## config.mk

```make
export PLATFORM = sky130hd
export DESIGN_NAME = frequency_rank_of_values
export DESIGN_NICKNAME = d
export VERILOG_FILES = /design/src/frk_pkg.sv /design/src/frequency_rank_of_values.sv /design/src/frk_cell.sv /design/src/frk_chain.sv
export SDC_FILE = /design/constraint.sdc
export NUM_CORES = 2
export LEC_CHECK = 0
export ABC_CLOCK_PERIOD_IN_PS = 14700
export BUFFER_PORTS_ARGS = -buffer_cell sky130_fd_sc_hd__buf_2
export CORE_UTILIZATION = 50
export CTS_CLUSTER_DIAMETER = 100
export CTS_CLUSTER_SIZE = 20
export DETAILED_ROUTE_END_ITERATION = 10
export PLACE_DENSITY = 0.73
export REMOVE_ABC_BUFFERS = 1
export SETUP_SLACK_MARGIN = 0.2
export SYNTH_ARGS = -nofsm -noshare
export SYNTH_HDL_FRONTEND = slang
export SYNTH_HIERARCHICAL = 1
export SYNTH_SLANG_ARGS = --single-unit
```

## constraint.sdc

```tcl
create_clock -name aclk -period 14.7 [get_ports aclk]
set_input_delay 2.94 -clock aclk [delete_from_list [all_inputs] [get_ports aclk]]
set_output_delay 2.94 -clock aclk [all_outputs]
set_load 0.1 [all_outputs]
```

## src/frk_pkg.sv

```systemverilog
// Shared constants and types for the frequency ranking block.
`default_nettype none
package frk_pkg;
    localparam int MAX_SAMPLES = 32;
    localparam int VAL_W       = 16;
    localparam int CNT_W       = 6;
    localparam int IDX_W       = $clog2(MAX_SAMPLES + 1);
    localparam logic [CNT_W-1:0] COUNT_SAT = {CNT_W{1'b1}};

    typedef enum logic [1:0] {
        ST_LOAD,
        ST_SORT,
        ST_EMIT
    } state_t;

    // control from the sequencer to every cell
    typedef struct packed {
        logic              absorb;  // a sample beat is being tallied
        logic              clear;   // drop all tallies
        logic              sort;    // one compare-exchange step
        logic              odd;     // odd pairs in this step
        logic              shift;   // move cells toward the head
    } cell_ctrl_t;

    // true if (ca, va) ranks ahead of (cb, vb)
    function automatic logic ranks_before(input logic [CNT_W-1:0] ca,
                                          input logic signed [VAL_W-1:0] va,
                                          input logic [CNT_W-1:0] cb,
                                          input logic signed [VAL_W-1:0] vb);
        if (ca != cb)
            return ca > cb;
        return va < vb;
    endfunction
endpackage
`default_nettype wire

```

## src/frequency_rank_of_values.sv

```systemverilog
// Top level: sample intake, in-place odd-even sort, ranked emission.
//
// Input: one signed 16-bit sample per s_axis beat, s_axis_tlast on the last
// of a set. While loading, one sample is taken every cycle. Up to
// MAX_SAMPLES (32) samples are tallied; further ones are dropped and the
// overflowed flag is raised on every result of that set.
// After the last beat, the cell row runs MAX_SAMPLES odd-even exchange
// steps, then shifts its head out: one result per distinct value, highest
// count first, ties by lower value, m_axis_tlast on the final one.
// s_axis_tready is low from the last beat until the final result is
// loaded into the output register. A stalled receiver holds the output
// register and the row; nothing is lost. Reset clears all tallies and
// returns to load.
`default_nettype none
module frequency_rank_of_values (
    input  wire logic        aclk,
    input  wire logic        aresetn,
    input  wire logic        s_axis_tvalid,
    output logic             s_axis_tready,
    input  wire logic [15:0] s_axis_tdata,   // [15:0] sample_value
    input  wire logic        s_axis_tlast,   // last_item
    output logic             m_axis_tvalid,
    input  wire logic        m_axis_tready,
    output logic [23:0]      m_axis_tdata,   // [15:0] event_value, [21:16] occurrences,
                                             // [22] overflowed, [23] zero
    output logic             m_axis_tlast    // last_result
);
    localparam int N = frk_pkg::MAX_SAMPLES;

    frk_pkg::state_t state_reg, state_next;
    frk_pkg::cell_ctrl_t ctrl;
    logic [frk_pkg::IDX_W-1:0] taken_reg, taken_next;
    logic [frk_pkg::IDX_W-1:0] step_reg, step_next;
    logic drop_reg, drop_next;
    logic signed [frk_pkg::VAL_W-1:0] head_val;
    logic [frk_pkg::CNT_W-1:0] head_cnt, next_cnt;
    logic [15:0] ov_reg;
    logic [5:0]  oc_reg;
    logic ofl_reg, olast_reg;
    logic ovalid_reg, ovalid_next;
    logic in_beat, keep, load_out;

    assign s_axis_tready = (state_reg == frk_pkg::ST_LOAD);
    assign in_beat = s_axis_tvalid && s_axis_tready;
    assign keep = in_beat && (taken_reg < frk_pkg::IDX_W'(N));
    assign load_out = (state_reg == frk_pkg::ST_EMIT) && (!ovalid_reg || m_axis_tready);

    frk_chain u_chain (
        .aclk     (aclk),
        .aresetn  (aresetn),
        .ctrl     (ctrl),
        .sample   (s_axis_tdata),
        .head_val (head_val),
        .head_cnt (head_cnt),
        .next_cnt (next_cnt)
    );

    always_comb begin
        state_next = state_reg;
        taken_next = taken_reg;
        step_next = step_reg;
        drop_next = drop_reg;
        ovalid_next = ovalid_reg;
        ctrl = '0;
        if (ovalid_reg && m_axis_tready)
            ovalid_next = 1'b0;
        case (state_reg)
            frk_pkg::ST_LOAD: begin
                ctrl.absorb = keep;
                if (keep)
                    taken_next = taken_reg + 1'b1;
                else if (in_beat)
                    drop_next = 1'b1;
                if (in_beat && s_axis_tlast) begin
                    state_next = frk_pkg::ST_SORT;
                    step_next = '0;
                end
            end
            frk_pkg::ST_SORT: begin
                ctrl.sort = 1'b1;
                ctrl.odd = step_reg[0];
                step_next = step_reg + 1'b1;
                if (step_reg == frk_pkg::IDX_W'(N - 1))
                    state_next = frk_pkg::ST_EMIT;
            end
            frk_pkg::ST_EMIT: begin
                if (load_out) begin
                    ctrl.shift = 1'b1;
                    ovalid_next = 1'b1;
                    if (next_cnt == '0) begin
                        // final result: clear for the next set
                        ctrl.shift = 1'b0;
                        ctrl.clear = 1'b1;
                        state_next = frk_pkg::ST_LOAD;
                        taken_next = '0;
                        drop_next = 1'b0;
                    end
                end
            end
            default: state_next = frk_pkg::ST_LOAD;
        endcase
    end

    always_ff @(posedge aclk) begin
        if (!aresetn) begin
            state_reg <= frk_pkg::ST_LOAD;
            taken_reg <= '0;
            step_reg <= '0;
            drop_reg <= 1'b0;
            ovalid_reg <= 1'b0;
        end else begin
            state_reg <= state_next;
            taken_reg <= taken_next;
            step_reg <= step_next;
            drop_reg <= drop_next;
            ovalid_reg <= ovalid_next;
        end
    end

    always_ff @(posedge aclk) begin
        if (load_out) begin
            ov_reg <= head_val;
            oc_reg <= head_cnt;
            ofl_reg <= drop_reg;
            olast_reg <= (next_cnt == '0);
        end
    end

    assign m_axis_tvalid = ovalid_reg;
    assign m_axis_tdata = {1'b0, ofl_reg, oc_reg, ov_reg};
    assign m_axis_tlast = olast_reg;
endmodule
`default_nettype wire

```

## src/frk_cell.sv

```systemverilog
// One value-count cell: tally, odd-even sort exchange and head-ward shift.
`default_nettype none
module frk_cell (
    input  wire logic                                aclk,
    input  wire logic                                aresetn,
    input  wire frk_pkg::cell_ctrl_t                 ctrl,
    input  wire logic                                is_even,
    input  wire logic signed [frk_pkg::VAL_W-1:0]    sample,
    input  wire logic                                any_match,
    input  wire logic                                first_free,
    input  wire logic signed [frk_pkg::VAL_W-1:0]    nb_lo_val,   // neighbor i-1
    input  wire logic        [frk_pkg::CNT_W-1:0]    nb_lo_cnt,
    input  wire logic signed [frk_pkg::VAL_W-1:0]    nb_hi_val,   // neighbor i+1
    input  wire logic        [frk_pkg::CNT_W-1:0]    nb_hi_cnt,
    output logic                                     match,
    output logic signed [frk_pkg::VAL_W-1:0]         val,
    output logic        [frk_pkg::CNT_W-1:0]         cnt
);
    logic signed [frk_pkg::VAL_W-1:0] val_reg, val_next;
    logic        [frk_pkg::CNT_W-1:0] cnt_reg, cnt_next;
    logic lower;  // this cell is the lower one of its pair

    assign val = val_reg;
    assign cnt = cnt_reg;
    assign match = (cnt_reg != '0) && (val_reg == sample);
    assign lower = is_even ^ ctrl.odd;

    always_comb begin
        val_next = val_reg;
        cnt_next = cnt_reg;
        if (ctrl.clear) begin
            cnt_next = '0;
        end else if (ctrl.absorb) begin
            if (match) begin
                if (cnt_reg != frk_pkg::COUNT_SAT)
                    cnt_next = cnt_reg + 1'b1;
            end else if (!any_match && first_free) begin
                val_next = sample;
                cnt_next = {{(frk_pkg::CNT_W-1){1'b0}}, 1'b1};
            end
        end else if (ctrl.sort) begin
            // empty cells carry count zero and sink to the tail
            if (lower) begin
                if (frk_pkg::ranks_before(nb_hi_cnt, nb_hi_val, cnt_reg, val_reg)) begin
                    val_next = nb_hi_val;
                    cnt_next = nb_hi_cnt;
                end
            end else begin
                if (frk_pkg::ranks_before(cnt_reg, val_reg, nb_lo_cnt, nb_lo_val)) begin
                    val_next = nb_lo_val;
                    cnt_next = nb_lo_cnt;
                end
            end
        end else if (ctrl.shift) begin
            val_next = nb_hi_val;
            cnt_next = nb_hi_cnt;
        end
    end

    always_ff @(posedge aclk) begin
        val_reg <= val_next;
        if (!aresetn)
            cnt_reg <= '0;
        else
            cnt_reg <= cnt_next;
    end
endmodule
`default_nettype wire

```

## src/frk_chain.sv

```systemverilog
// Row of cells with the free-slot and match networks.
`default_nettype none
module frk_chain (
    input  wire logic                                aclk,
    input  wire logic                                aresetn,
    input  wire frk_pkg::cell_ctrl_t                 ctrl,
    input  wire logic signed [frk_pkg::VAL_W-1:0]    sample,
    output logic signed [frk_pkg::VAL_W-1:0]         head_val,
    output logic        [frk_pkg::CNT_W-1:0]         head_cnt,
    output logic        [frk_pkg::CNT_W-1:0]         next_cnt
);
    localparam int N = frk_pkg::MAX_SAMPLES;
    logic signed [frk_pkg::VAL_W-1:0] vals [N];
    logic        [frk_pkg::CNT_W-1:0] cnts [N];
    logic [N-1:0] hit_vec;
    logic any_match;

    assign any_match = |hit_vec;
    assign head_val = vals[0];
    assign head_cnt = cnts[0];

    // cells fill in order, so the first free one follows the last used one
    for (genvar i = 0; i < N; i++) begin : g_cell
        logic ff;
        logic signed [frk_pkg::VAL_W-1:0] lo_v, hi_v;
        logic        [frk_pkg::CNT_W-1:0] lo_c, hi_c;
        if (i == 0) begin : g_first
            // end cells see a neighbor that never wins an exchange
            assign ff = (cnts[0] == '0);
            assign lo_v = {1'b1, {(frk_pkg::VAL_W-1){1'b0}}};
            assign lo_c = frk_pkg::COUNT_SAT;
        end else begin : g_mid
            assign ff = (cnts[i] == '0) && (cnts[i-1] != '0);
            assign lo_v = vals[i-1];
            assign lo_c = cnts[i-1];
        end
        if (i == N-1) begin : g_last
            assign hi_v = {1'b0, {(frk_pkg::VAL_W-1){1'b1}}};
            assign hi_c = '0;
        end else begin : g_hi
            assign hi_v = vals[i+1];
            assign hi_c = cnts[i+1];
        end
        frk_cell u_cell (
            .aclk       (aclk),
            .aresetn    (aresetn),
            .ctrl       (ctrl),
            .is_even    (1'((i % 2) == 0)),
            .sample     (sample),
            .any_match  (any_match),
            .first_free (ff),
            .nb_lo_val  (lo_v),
            .nb_lo_cnt  (lo_c),
            .nb_hi_val  (hi_v),
            .nb_hi_cnt  (hi_c),
            .match      (hit_vec[i]),
            .val        (vals[i]),
            .cnt        (cnts[i])
        );
    end

    if (N > 1) begin : g_nx
        assign next_cnt = cnts[1];
    end else begin : g_nx1
        assign next_cnt = '0;
    end
endmodule
`default_nettype wire

```

==> results.ini <==
[run_status]
outcome=completed

[clock_network]
post_cts_buffers=0
ctsHoldBuffers=0
cts_resized=0
clockBufferDepth=3
insertion_delay_ps=770
cts_buffers=53
cts.sinks=744
htreeDepth=2
clk_pin_slew_worst_paths_ps=90
cts_tree=built
cts-root-buf=clkbuf_16

[global_route]
grt_pass1_vias=83097
grt.overflow.total=0
grt_pass1_wl_mm=472
grtUsageTotal_pct=32.6
grt_max_degree=212
antenna_found_initial=8

[worst_setup_path]
cp.required_ps=15310
cp_top_family=simple AND/OR/NAND/NOR gates
crit_cells=15
worst_setup_path_end_kind=register
cp_data_arrival_time_ps=9180
cp_num_buf_inv=4
path_cells=buf_4, buf_4, buf_4, xor2_1, nor4_2, nand3_1, nor2_2, nor4_1, nand4_1, or2_2, buf_4, o311a_1, a211oi_2, a21bo_1, a32o_1
cp_max_fo=26
critPathMaxStageDelay_ps=920
slowest_stage=nor4_1
crit_top_cell=buf_4
r2r_cells=12
crit_type=in2reg
crit_path_start_kind=input pin

[timing]
setup_tns_ps=0
finClkSkew_ps=76.2
hold_viol_final=0
worst_pin_slew_ps=1200
slew_viol_final=0
rsz0062_at_grt=false
period_share_pct=58.3
clock.fmax_mhz=117
period_needed_ps=8560
finalSetupViolCount=0
setup_slack_ps=6140
worst_hold_slack_ps=458
slew_headroom_pct=19.6

[yosys]
syn_inst=10845
synth_top_area_share_pct=19.9
syn_avg_cell_area_um2=8.17
synthTopCellsByArea=ha_1 20%, edfxtp_1 18%, inv_1 6.3%
synth_edf_count=536
synth_top_area_cell=ha_1
ys_seq_area_share_pct=22.9
yosys.cell_types.count=83
synth_area_um2=88600
synth_top_flop_cell=edfxtp_1
synth_seq_cells=744
ys_async_sr_fraction_pct=0
ys_warn_count=6

[layout]
drive_above_1_share_pct=7.18
layout_commonest_cell=inv_1
final_cell_mix=1475 x inv_1, 1410 x ha_1, 984 x nand2_1
largest_reg_flops=512
design_area_um2=93700
nFillCells=16274
multi_input_comb_area_um2=61800
finish.utilization_pct=53.2
regArea_um2=20300
nNetsFinal=12281
area_growth_pct=5.78
fin_cells=13241

[pwr]
power_mw=8.98
power.leakage_nw=39.2
peakVddDrop_uv=102
powerDensity_nw_per_um2=95.8

[worst_hold_path]
hold_depth=0
worst_hold_path_type=reg2reg

[placement]
hpwlAfterDp_mm=218
placedCellCount=13135
portBuffers=46
place_area_um2=91900
place_congestion=0.974
post-place-ws_ps=5660

[detailed_routing]
drt_iter0_drc=11591
wl_per_cell_um=23.2
viasPerCell=6.50
finalWirelength_mm=307
route.detailed.drc=0
firstDrtPassIters=10
vias=86129
drtAntennaViolNets=0

[floorplan]
initial_core_util_pct=50.3
die_w_um=423
chipHeight_um=423
core_um2=176000
io_pins=48
dieArea_um2=179000
rows=154

[job]
maxCapViolations=0

==> worst reg2reg max path: cells and delay by family (launching register included) <==
kind / cells / cell delay (ps)
simple gates: 5 / 2110
xor+xnor: 1 / 240
mux: 1 / 220
flops: 1 / 460
compound gates: 1 / 330
buf+inv: 4 / 2460
==> cells in the mapped netlist (66+ instances only) <==
| cell | n |
|---|---|
| nor2b_1 | 125 |
| mux2i_1 | 125 |
| nand4_1 | 225 |
| dfxtp_1 | 208 |
| nand2b_1 | 133 |
| a21o_1 | 162 |
| or3_1 | 129 |
| nor4_2 | 87 |
| xnor2_1 | 66 |
| a211oi_1 | 95 |
| a31oi_1 | 128 |
| and3_1 | 108 |
| xor2_1 | 448 |
| ha_1 | 1410 |
| o32ai_2 | 90 |
| nand3_1 | 392 |
| nor2_1 | 785 |
| inv_1 | 1476 |
| o21ai_0 | 741 |
| a21oi_1 | 850 |
| o21a_1 | 66 |
| nand2_1 | 984 |
| clkbuf_1 | 259 |
| edfxtp_1 | 536 |
| nor4_1 | 140 |
| a2111oi_0 | 93 |
| nor3_1 | 133 |
==> worst paths after layout <==
| check | from | to | slack [ps] |
|---|---|---|---|
| worst max-delay path | s_axis_tdata[6] | u_chain/g_cell[9].u_cell/cnt[5] | 6140 |
| worst min register to register | drop_reg | ofl_reg | 460 |
| worst max register to register | state_reg[0] | u_chain/g_cell[12].u_cell/cnt[0] | 8810 |
| worst min-delay path | drop_reg | ofl_reg | 460 |
==> layout make-up <==
type	count	share of cell area (%)
Clock inverter	29	0.335
Antenna cell	7	0.0187
Timing Repair Buffer	172	1.35
Multi-Input combinational cell	8372	66.0
Clock buffer	70	1.54
Tap cell	2340	3.12
Sequential cell	744	21.6
Inverter	1507	6.05
==> power breakdown <==
part / switching, mW / internal (mW)
Sequential: 0.751 / 2.64
Combinational: 2.32 / 1.58
Clock: 0.948 / 0.727
Total: 4.02 / 4.95
==> routing by layer <==
layer	wire length, um	global-route usage (%)
met1	121000	42.7
met2	137000	52.2
met3	33300	5.37
met4	14800	15.3
met5	43	0
==> kinds of logic after synthesis <==
logic type | synth area share, %
compound gates | 22.0
xor+xnor | 6.00
fa+ha+maj | 19.9
buf+inv | 8.03
flops | 22.9
mux | 1.79
other cells | 0.0127
simple gates | 19.4
Power figures use the tool's default switching activity.
